==> config.mk <==
export PLATFORM = sky130hd
export DESIGN_NAME = tty_line_discipline
export DESIGN_NICKNAME = d
export VERILOG_FILES = /design/src/sv/tld_pkg.sv /design/src/sv/tld_line_ram.sv /design/src/sv/tld_edit.sv /design/src/sv/tld_echo.sv /design/src/sv/tty_line_discipline.sv
export SDC_FILE = /design/constraint.sdc
export NUM_CORES = 2
export LEC_CHECK = 0
export ABC_AREA = 1
export ABC_CLOCK_PERIOD_IN_PS = 27500
export BUFFER_PORTS_ARGS = -buffer_cell sky130_fd_sc_hd__buf_2
export CAP_MARGIN = 20
export CELL_PAD_IN_SITES_DETAIL_PLACEMENT = 1
export CELL_PAD_IN_SITES_GLOBAL_PLACEMENT = 1
export CORE_MARGIN = 2
export CORE_UTILIZATION = 52
export CTS_CLUSTER_SIZE = 16
export DETAILED_ROUTE_END_ITERATION = 6
export PLACE_DENSITY = 0.86
export REMOVE_ABC_BUFFERS = 1
export SYNTH_ARGS = -nofsm -noshare
export SYNTH_HDL_FRONTEND = slang
export SYNTH_SLANG_ARGS = --single-unit
export TNS_END_PERCENT = 100
==> constraint.sdc <==
create_clock -name aclk -period 27.5 [get_ports aclk]
set_input_delay 4.125 -clock aclk [delete_from_list [all_inputs] [get_ports aclk]]
set_output_delay 4.125 -clock aclk [all_outputs]
set_load 0.02 [all_outputs]
==> src/sv/tld_pkg.sv <==
// Shared types, character codes and sizes for the tty line discipline.
package tld_pkg;

    // Line store size and the widths that follow from it.
    localparam int LINE_BYTES = 256;
    localparam int ADDR_W     = $clog2(LINE_BYTES);
    localparam int LEN_W      = $clog2(LINE_BYTES + 1);

    // Console characters.
    localparam logic [7:0] CH_CR  = 8'h0d;
    localparam logic [7:0] CH_LF  = 8'h0a;
    localparam logic [7:0] CH_BS  = 8'h08;
    localparam logic [7:0] CH_DEL = 8'h7f;
    localparam logic [7:0] CH_SP  = 8'h20;

    // Operation carried in the input tuser.
    typedef enum logic [1:0] {
        OP_RECEIVE = 2'd0,
        OP_WRITE   = 2'd1,
        OP_PICKUP  = 2'd2
    } op_t;

    // Kind of a result item.
    typedef enum logic [1:0] {
        KIND_CONSOLE   = 2'd0,
        KIND_LINE      = 2'd1,
        KIND_NOT_READY = 2'd2,
        KIND_REFUSED   = 2'd3
    } kind_t;

    // Result burst handed from the editor to the output sequencer.
    typedef struct packed {
        logic       valid;
        kind_t      kind;
        logic [1:0] count;
        logic [7:0] b0;
        logic [7:0] b1;
        logic [7:0] b2;
        logic       line_end;
        logic       from_mem;
    } cmd_t;

    // Line store access.
    typedef struct packed {
        logic              wr_en;
        logic              rd_en;
        logic [ADDR_W-1:0] addr;
        logic [7:0]        wdata;
    } ram_req_t;

endpackage

==> src/sv/tld_line_ram.sv <==
// Single-port line store with a registered read port.
module tld_line_ram (
    input  logic                aclk,
    input  tld_pkg::ram_req_t   req,
    output logic [7:0]          rd_data
);

    logic [7:0] mem [tld_pkg::LINE_BYTES];
    logic [7:0] rd_data_reg;

    // Write or read one entry; the read data holds until the next read.
    always_ff @(posedge aclk) begin
        if (req.wr_en) begin
            mem[req.addr] <= req.wdata;
        end
        if (req.rd_en) begin
            rd_data_reg <= mem[req.addr];
        end
    end

    assign rd_data = rd_data_reg;

endmodule

==> src/sv/tld_edit.sv <==
// Line editor: owns the line length, pending flag and pickup position.
module tld_edit (
    input  logic                aclk,
    input  logic                aresetn,
    input  logic                accept,
    input  logic [1:0]          op,
    input  logic [7:0]          data_byte,
    input  logic                stop_after,
    output tld_pkg::cmd_t       cmd,
    output tld_pkg::ram_req_t   req
);

    logic [tld_pkg::LEN_W-1:0] len_reg, len_next;
    logic [tld_pkg::LEN_W-1:0] pos_reg, pos_next;
    logic                      pending_reg, pending_next;
    logic [tld_pkg::LEN_W-1:0] pos_inc;
    logic                      is_eol;
    logic                      is_erase;
    logic                      final_byte;

    assign pos_inc    = pos_reg + tld_pkg::LEN_W'(1);
    assign is_eol     = (data_byte == tld_pkg::CH_CR) || (data_byte == tld_pkg::CH_LF);
    assign is_erase   = (data_byte == tld_pkg::CH_BS) || (data_byte == tld_pkg::CH_DEL);
    assign final_byte = stop_after || (pos_inc >= len_reg);

    // Decode the item: state update, store access and result burst.
    always_comb begin
        len_next     = len_reg;
        pos_next     = pos_reg;
        pending_next = pending_reg;
        req          = '0;
        cmd          = '0;
        cmd.kind     = tld_pkg::KIND_CONSOLE;
        case (tld_pkg::op_t'(op))
            tld_pkg::OP_RECEIVE: begin
                if (pending_reg) begin
                    cmd.valid = 1'b1;
                    cmd.kind  = tld_pkg::KIND_REFUSED;
                    cmd.count = 2'd1;
                end else if (is_eol) begin
                    if (len_reg < tld_pkg::LEN_W'(tld_pkg::LINE_BYTES)) begin
                        req.wr_en = 1'b1;
                        req.addr  = len_reg[tld_pkg::ADDR_W-1:0];
                        req.wdata = tld_pkg::CH_CR;
                        len_next  = len_reg + tld_pkg::LEN_W'(1);
                    end
                    pending_next = 1'b1;
                    pos_next     = '0;
                    cmd.valid    = 1'b1;
                    cmd.count    = 2'd2;
                    cmd.b0       = tld_pkg::CH_CR;
                    cmd.b1       = tld_pkg::CH_LF;
                end else if (is_erase) begin
                    if (len_reg != '0) begin
                        len_next  = len_reg - tld_pkg::LEN_W'(1);
                        cmd.valid = 1'b1;
                        cmd.count = 2'd3;
                        cmd.b0    = tld_pkg::CH_BS;
                        cmd.b1    = tld_pkg::CH_SP;
                        cmd.b2    = tld_pkg::CH_BS;
                    end
                end else if (len_reg < tld_pkg::LEN_W'(tld_pkg::LINE_BYTES - 1)) begin
                    req.wr_en = 1'b1;
                    req.addr  = len_reg[tld_pkg::ADDR_W-1:0];
                    req.wdata = data_byte;
                    len_next  = len_reg + tld_pkg::LEN_W'(1);
                    cmd.valid = 1'b1;
                    cmd.count = 2'd1;
                    cmd.b0    = data_byte;
                end
            end
            tld_pkg::OP_WRITE: begin
                cmd.valid = 1'b1;
                if (is_eol) begin
                    cmd.count    = 2'd2;
                    cmd.b0       = tld_pkg::CH_CR;
                    cmd.b1       = tld_pkg::CH_LF;
                    cmd.line_end = 1'b1;
                end else begin
                    cmd.count = 2'd1;
                    cmd.b0    = data_byte;
                end
            end
            tld_pkg::OP_PICKUP: begin
                cmd.valid = 1'b1;
                cmd.count = 2'd1;
                if (!pending_reg) begin
                    cmd.kind = tld_pkg::KIND_NOT_READY;
                end else begin
                    req.rd_en    = 1'b1;
                    req.addr     = pos_reg[tld_pkg::ADDR_W-1:0];
                    cmd.kind     = tld_pkg::KIND_LINE;
                    cmd.from_mem = 1'b1;
                    cmd.line_end = final_byte;
                    if (final_byte) begin
                        len_next     = '0;
                        pending_next = 1'b0;
                        pos_next     = '0;
                    end else begin
                        pos_next = pos_inc;
                    end
                end
            end
            default: begin
                // Unused operation: no result, no change.
            end
        endcase
        if (!accept) begin
            len_next     = len_reg;
            pos_next     = pos_reg;
            pending_next = pending_reg;
            req.wr_en    = 1'b0;
            req.rd_en    = 1'b0;
            cmd.valid    = 1'b0;
        end
    end

    // Line state registers.
    always_ff @(posedge aclk) begin
        if (!aresetn) begin
            len_reg     <= '0;
            pos_reg     <= '0;
            pending_reg <= 1'b0;
        end else begin
            len_reg     <= len_next;
            pos_reg     <= pos_next;
            pending_reg <= pending_next;
        end
    end

endmodule

==> src/sv/tld_echo.sv <==
// Output sequencer: holds one result burst and sends it one item per cycle while m_tready is high.
module tld_echo (
    input  logic            aclk,
    input  logic            aresetn,
    input  tld_pkg::cmd_t   cmd,
    input  logic [7:0]      rd_data,
    output logic            free,
    output logic            m_tvalid,
    input  logic            m_tready,
    output logic [7:0]      m_tdata,
    output logic [2:0]      m_tuser,
    output logic            m_tlast
);

    logic          valid_reg, valid_next;
    tld_pkg::cmd_t cmd_reg, cmd_next;
    logic [1:0]    step_reg, step_next;
    logic          is_last;
    logic          fire;

    assign is_last  = (step_reg == (cmd_reg.count - 2'd1));
    assign fire     = valid_reg && m_tready;
    assign free     = !valid_reg || (fire && is_last);
    assign m_tvalid = valid_reg;
    assign m_tlast  = is_last;
    assign m_tuser  = {cmd_reg.line_end, cmd_reg.kind};

    // Pick the byte of the current step.
    always_comb begin
        case (step_reg)
            2'd0:    m_tdata = cmd_reg.from_mem ? rd_data : cmd_reg.b0;
            2'd1:    m_tdata = cmd_reg.b1;
            default: m_tdata = cmd_reg.b2;
        endcase
    end

    // Load a new burst, or step through the current one.
    always_comb begin
        valid_next = valid_reg;
        cmd_next   = cmd_reg;
        step_next  = step_reg;
        if (cmd.valid) begin
            valid_next = 1'b1;
            cmd_next   = cmd;
            step_next  = 2'd0;
        end else if (fire) begin
            if (is_last) begin
                valid_next = 1'b0;
            end else begin
                step_next = step_reg + 2'd1;
            end
        end
    end

    always_ff @(posedge aclk) begin
        if (!aresetn) begin
            valid_reg <= 1'b0;
            step_reg  <= 2'd0;
        end else begin
            valid_reg <= valid_next;
            step_reg  <= step_next;
        end
        cmd_reg <= cmd_next;
    end

endmodule

==> src/sv/tty_line_discipline.sv <==
// Top level of the tty line discipline.
//
// Input channel (s_): one item per operation. tuser carries the operation
// (receive console byte, write cooked byte, pick up line byte), tdata the
// byte and tlast the pickup stop flag.
// Result channel (m_): tdata is the byte, tuser the result kind and the line
// end flag, tlast marks the final result caused by an input item.
// An item produces zero to three result items. The first result appears in the
// cycle after the input item is accepted; results then follow one per cycle
// while m_tready is high. The output sequencer holds one burst; the line
// store is read in the cycle of acceptance and its registered data feeds the
// pickup result. The next input item is accepted in the same cycle as the
// final result of the previous one is taken. When the receiver stalls, the
// held burst waits and s_tready stays low. Reset clears the line length,
// pending flag and pickup position; the line store needs no clearing.
module tty_line_discipline (
    input  logic       aclk,
    input  logic       aresetn,
    input  logic       s_tvalid,
    output logic       s_tready,
    input  logic [7:0] s_tdata,    // [7:0] data_byte
    input  logic [1:0] s_tuser,    // [1:0] operation
    input  logic       s_tlast,    // stop_after
    output logic       m_tvalid,
    input  logic       m_tready,
    output logic [7:0] m_tdata,    // [7:0] out_byte
    output logic [2:0] m_tuser,    // [1:0] kind, [2] line_end
    output logic       m_tlast     // last
);

    tld_pkg::cmd_t     cmd;
    tld_pkg::ram_req_t req;
    logic [7:0]        rd_data;
    logic              free;
    logic              accept;

    assign s_tready = free;
    assign accept   = s_tvalid && free;

    // Line editing and state update.
    tld_edit u_edit (
        .aclk       (aclk),
        .aresetn    (aresetn),
        .accept     (accept),
        .op         (s_tuser),
        .data_byte  (s_tdata),
        .stop_after (s_tlast),
        .cmd        (cmd),
        .req        (req)
    );

    // Line store.
    tld_line_ram u_ram (
        .aclk    (aclk),
        .req     (req),
        .rd_data (rd_data)
    );

    // Result sequencing.
    tld_echo u_echo (
        .aclk     (aclk),
        .aresetn  (aresetn),
        .cmd      (cmd),
        .rd_data  (rd_data),
        .free     (free),
        .m_tvalid (m_tvalid),
        .m_tready (m_tready),
        .m_tdata  (m_tdata),
        .m_tuser  (m_tuser),
        .m_tlast  (m_tlast)
    );

endmodule

**Yosys cells after proc, flatten, opt, wreduce, memory -nomap -nowiden**

Memories as Yosys holds them, arrays and structs flattened. A register that Yosys moved wholly into a read port is not among the register bits.
Index checks and enable logic that the tools add are counted.

- Add/sub/neg operators: 5
- Magnitude comparators: 3
- Eq/ne operators: 15
- Muxes and demuxes: 69
- Bitwise operators: 4
- Reduce and logical (&&, ||, !) cells: 22

Operators with widths:

| kind | count |
|---|---|
| two-way mux 26 bit | 5 |
| two-way mux 9 bit | 14 |
| two-way mux 16 bit | 6 |
| case mux 9 bit (2 select lines) | 2 |
| case mux 16 bit (2 select lines) | 1 |
| case mux 8 bit (2 select lines) | 2 |
| == test 8 x 4 -> 1 bit, second input constant | 3 |
| two-way mux 24 bit | 1 |
| two-way mux 8 bit | 3 |
| two-way mux 1 bit | 21 |
| two-way mux 10 bit | 2 |
| adder 9 x 1 -> 9 bit, second input constant | 2 |
| two-way mux 18 bit | 1 |
| two-way mux 2 bit | 5 |
| greater-or-equal comparator 9 bit | 1 |
| < comparator 9 x 8 -> 1 bit, second input constant | 1 |
| < comparator 9 bit, second input constant | 1 |
| nonzero test 9 bit | 1 |
| subtractor 9 x 1 -> 9 bit, second input constant | 1 |
| == test 8 x 7 -> 1 bit, second input constant | 1 |
| AND reduction 8 bit | 1 |
| inequality test 2 x 1 -> 1 bit, second input constant | 3 |
| case mux 1 bit (2 select lines) | 3 |
| case mux 2 bit (3 select lines) | 1 |
| other kinds (21) | 36 |

- Bits in registers: 52
- Bits in writable memories: 2048
- Bits of input ports: 15
- Output and inout port bits: 14
- Logic and storage cells: 131
- Memories kept: 1

Memory list:

| name | words | width | read ports | clocked after Yosys merged registers in | write ports | line | RTL |
|---|---|---|---|---|---|---|---|
| u_ram.mem | 256 | 8 | 1 | 1 | 1 | tld_line_ram.sv:8 | `logic [7:0] mem [tld_pkg::LINE_BYTES];` |

**Depth between registers and ports, before layout**

- Depth in word-level cells: 10
- Gate-level depth with buffers: 26
- Depth with buffers taken out: 24

**Cells and area by module**

From an unflattened synthesis, not the netlist that was laid out.

- Cells, all modules: 8523
- Area, all modules: 88816.4 um2

Modules (own cells, without submodules):

| module | instances | cells an instance | area an instance (um2) | seq. area each (um2) |
|---|---|---|---|---|
| tld_line_ram | 1 | 8021 | 84936.5 | 61739.2 |
| tld_edit | 1 | 388 | 2506.2 | 380.4 |
| tld_echo | 1 | 112 | 1366.3 | 960.9 |
| tty_line_discipline | 1 | 2 | 7.5 | 0.0 |

**Worst setup path after synthesis**

OpenSTA, ideal clock, no wires.

- Path type: input to register
- Start point: in s_tuser[0]
- End point: mem u_ram.mem[0][0], data pin
- Library setup time: 1577 ps
- Arrival: 11684 ps
- Data required time: 25923 ps
- Slack: 14239 ps
- Stages: 8
- Buffers on the path: 0
- Cells stage by stage: inv_1 ha_1 inv_1 nor2_1 nand2_1 inv_2 nand2_4 a21oi_1

RTL lines:

| what | line | RTL |
|---|---|---|
| start, declared | tty_line_discipline.sv:22 | `input logic [1:0] s_tuser,` |
| end, declared | tld_line_ram.sv:8 |  |

**Worst setup path after layout**

- Start point: in s_tdata[2]
- End point: reg u_ram.rd_data_reg[5] (netlist: u_ram.rd_data[5]) (read register of u_ram.mem), data pin

- Longest elaborated chain between the ends: 6
- Elaborated cells between the ends (all ways): 10
- Those cells by class: eq/ne (4); mux (4); reduce/logical (2)

RTL lines:

| what | line | RTL |
|---|---|---|
| start, declared | tty_line_discipline.sv:21 | `input logic [7:0] s_tdata,` |
| == test 8 x 4 -> 1 bit or == test 8 x 7 -> 1 bit (tied branches) | tld_edit.sv:23 | `assign is_erase = (data_byte == tld_pkg::CH_BS) \|\| (data_byte == tld_pkg::CH_DEL);` |
| logical OR 1 bit | tld_edit.sv:23 |  |
| two-way mux 16 bit | tld_edit.sv:53 | `end else if (is_erase) begin` |
| two-way mux 16 bit * | tld_edit.sv:40 | `end else if (is_eol) begin` |
| two-way mux 16 bit * | tld_edit.sv:36 | `if (pending_reg) begin` |
| case mux 8 bit (2 select lines) * | tld_edit.sv:34 | `case (tld_pkg::op_t'(op))` |
| end, declared | tld_line_ram.sv:9 | `logic [7:0] rd_data_reg;` |

Every way passes the cells marked *; elsewhere a longest branch is shown, timed or not.
A chain may end at the register's enable or synchronous reset.

==> results.py <==
metrics = {
    "status": {
        "status": "finished clean",
    },
    "worst_setup_path": {
        "critPathArrivalTime_ns": 11.95,
        "crit_family": "buffers and inverters",
        "path_max_fanout": 159,
        "startpoint": "s_tdata[2]",
        "worstPathCellList": "buf_2, inv_1, nand3_1, a21oi_1, nand2_1, nand2_2, nand3_4, buf_4, nand2_8, inv_16, buf_4, buf_4, buf_4, buf_4, nand2_1, nand2_1, nand2_1, nand3_1, nand2_1, nand4_1, nand2_1, a21oi_1, nor2_1, nand2_1",
        "start_kind": "input pin",
        "crit_top_cell": "nand2_1",
        "slowest_stage": "buf_4",
        "worstSetupPathType": "input pin to register",
        "r2r_start": "u_edit.len_reg[0]$_SDFFE_PN0P_",
        "path_buf_inv": 8,
        "required_ns": 28.26,
        "cp_slowest_stage_delay_ns": 0.81,
        "crit_path_end_kind": "register",
    },
    "routing": {
        "via_per_inst": 6.067,
        "via_count": 66520,
        "wl_per_cell_um": 27.86,
        "drtAntennaViolNets": 0,
        "drc": 0,
        "drt_iter0_drc": 7746,
        "dr.pass1.iters": 6,
        "wl_um": 305500,
    },
    "layout": {
        "largest_register_ffs": 2048,
        "final_util_pct": 57.40,
        "final_cell_mix": "nand2_1, edfxtp_1, nor2_1, nand3_1, clkbuf_16",
        "mostFrequentLayoutCell": "nand2_1",
        "final_nets": 8595,
        "fillers": 17983,
        "syn_to_final_growth_pct": 9.566,
        "fin_area_sq_mm": 0.09728,
        "layout-drive-gt1-share_pct": 5.380,
    },
    "logic_synthesis": {
        "yosysSeqAreaShare_pct": 70.61,
        "synth.cell_area_sq_mm": 0.08878,
        "ys_types": 44,
        "syn_avg_cell_area_sq_um": 10.25,
        "async_flop_share_pct": 0,
        "synth_warnings": 0,
        "synth_edf_count": 2073,
        "syn_inst": 8663,
        "ys_ff_latch": 2095,
        "ys.flop_type": "edfxtp_1",
    },
    "cts": {
        "cts_tree": "yes",
        "cts_setup_buffers": 0,
        "clock_latency_ns": 0.89,
        "clock-sinks": 2095,
        "clk_path_buf_depth": 3,
        "root_buffer": "clkbuf_16",
        "path_clk_slew_ns": 0.07,
        "post_cts_resized": 0,
        "cts.htree.levels": 4,
        "numCtsBuffers": 210,
        "hold_buffers": 0,
    },
    "timing": {
        "fin_crit_sh_pct": 40.67,
        "hold_viol": 0,
        "min_period_ns": 11.19,
        "slew_headroom_pct": 12.73,
        "rsz0062_at_grt": "no",
        "fmax_mhz": 89.40,
        "setup_viol": 0,
        "drv_slew": 0,
        "skew_ns": 0.05422,
        "worst_pin_slew_ns": 1.304,
    },
    "hold_path": {
        "hold_start": "u_edit.pos_reg[8]$_SDFFE_PN0P_",
        "hold_class": "register to register",
    },
    "floorplanning": {
        "num_rows": 151,
        "pin_count": 29,
        "die_y_um": 417.2,
        "start_util_pct": 52.39,
        "core-area_sq_mm": 0.1695,
        "dieArea_sq_mm": 0.1741,
        "die_x_um": 417.2,
    },
    "global_routing": {
        "grt_usage_pct": 34.75,
        "grt_pass1_vias": 70720,
        "grt_max_degree": 184,
        "grt_pass1_wl_um": 448500,
        "grt_overflow": 0,
        "antenna_found_initial": 24,
    },
    "placed_design": {
        "gp_congestion": 0.8955,
        "port_buffers": 28,
        "hpwl_um": 173100,
        "placed_area_sq_mm": 0.09072,
    },
    "pwr": {
        "ir_worst_vdd_mv": 0.07676,
        "powerDensity_mw_per_mm2": 66.76,
        "cellLeakagePower_nw": 38.79,
    },
    "flow_run": {
        "maxCapViolCount": 0,
    },
}
[power by group]
group	internal [mW]	total [mW]	switching, mW
registers	3.50	3.50	0.00162
clock network	1.51	2.79	1.27
logic	0.0391	0.206	0.167
total	5.05	6.49	1.44
[Yosys cell counts (all sizes together), types with 2 or more instances]
| cell | instances | area, sq um |
|---|---|---|
| a211oi | 2 | 15.01 |
| a21oi | 47 | 235.2 |
| buf | 313 | 1614 |
| clkbuf | 132 | 496.7 |
| dfxtp | 22 | 440.4 |
| edfxtp | 2073 | 62250 |
| ha | 18 | 225.2 |
| inv | 101 | 381.6 |
| nand2 | 5024 | 18880 |
| nand3 | 236 | 1186 |
| nand4 | 18 | 112.6 |
| nor2 | 497 | 1906 |
| nor3 | 10 | 50.05 |
| nor4 | 2 | 18.77 |
| o211ai | 5 | 37.54 |
| o21ai | 130 | 650.6 |
| o22ai | 8 | 82.58 |
| or2 | 2 | 12.51 |
| xnor2 | 2 | 17.52 |
| xor2 | 12 | 105.1 |
[cells by family after synthesis]
logic type | count (synthesis) | share of synthesized area (%)
simple gates | 5793 | 25.00
flops | 2095 | 70.61
buf+inv | 546 | 2.807
fa+ha+maj | 18 | 0.2537
xor+xnor | 14 | 0.1381
compound gates | 197 | 1.195
[path summary, 6_finish.rpt]
path	to	slack, ns	cells past startpoint
hold reg to reg	u_edit.pos_reg[8]$_SDFFE_PN0P_	0.49	2
setup reg to reg	u_ram.rd_data[5]$_DFFE_PP_	19.44	23
hold / removal	u_edit.pos_reg[8]$_SDFFE_PN0P_	0.49	2
setup / recovery	u_ram.rd_data[5]$_DFFE_PP_	16.31	24
[worst min-delay path, delay by kind of cell, from the launching register on]
kind / cells / cell delay, ns
DFF: 1 / 0.33
and+or+nand+nor: 1 / 0.07
AOI/OAI and AO/OA: 1 / 0.06
[routing by layer]
| metal | wire length [um] | share of wire, % | up-vias | GRT usage, % |
|---|---|---|---|---|
| li1 | - | - | 28170 | - |
| met1 | 108200 | 35 | 33221 | 41.82 |
| met2 | 144700 | 47 | 3952 | 56.21 |
| met3 | 32830 | 11 | 1149 | 9.005 |
| met4 | 19590 | 6.4 | 28 | 21.24 |
| met5 | 204 | 0.067 | - | 0 |
[through the flow]
stage	hold WS [ns]	total power, mW	std cells	TNS [ns]	setup slack, ns
after detailed placement	0.4854	3.766	10565	0	16.01
after floorplan	0.4453	3.703	8218	-217.19	-0.5896
after global placement	0.4529	3.754	10564	0	16.30
final	0.4926	6.494	10965	0	16.31
after CTS	0.4956	6.488	10951	0	16.84
after global routing	0.5122	6.611	10955	0	16.22
[final cells by class]
class	count	area, sq um	share of cell area (%)
inverters	101	405.4	0.4167
clock inverters	127	992.2	1.020
well taps	2218	2775	2.853
flip-flops and latches	2095	62690	64.44
diodes	11	27.53	0.02830
clock buffers	259	5503	5.657
repair buffers	132	1075	1.105
multi-input cells	6022	23810	24.48
No activity file was read; power rests on OpenSTA's default activity.
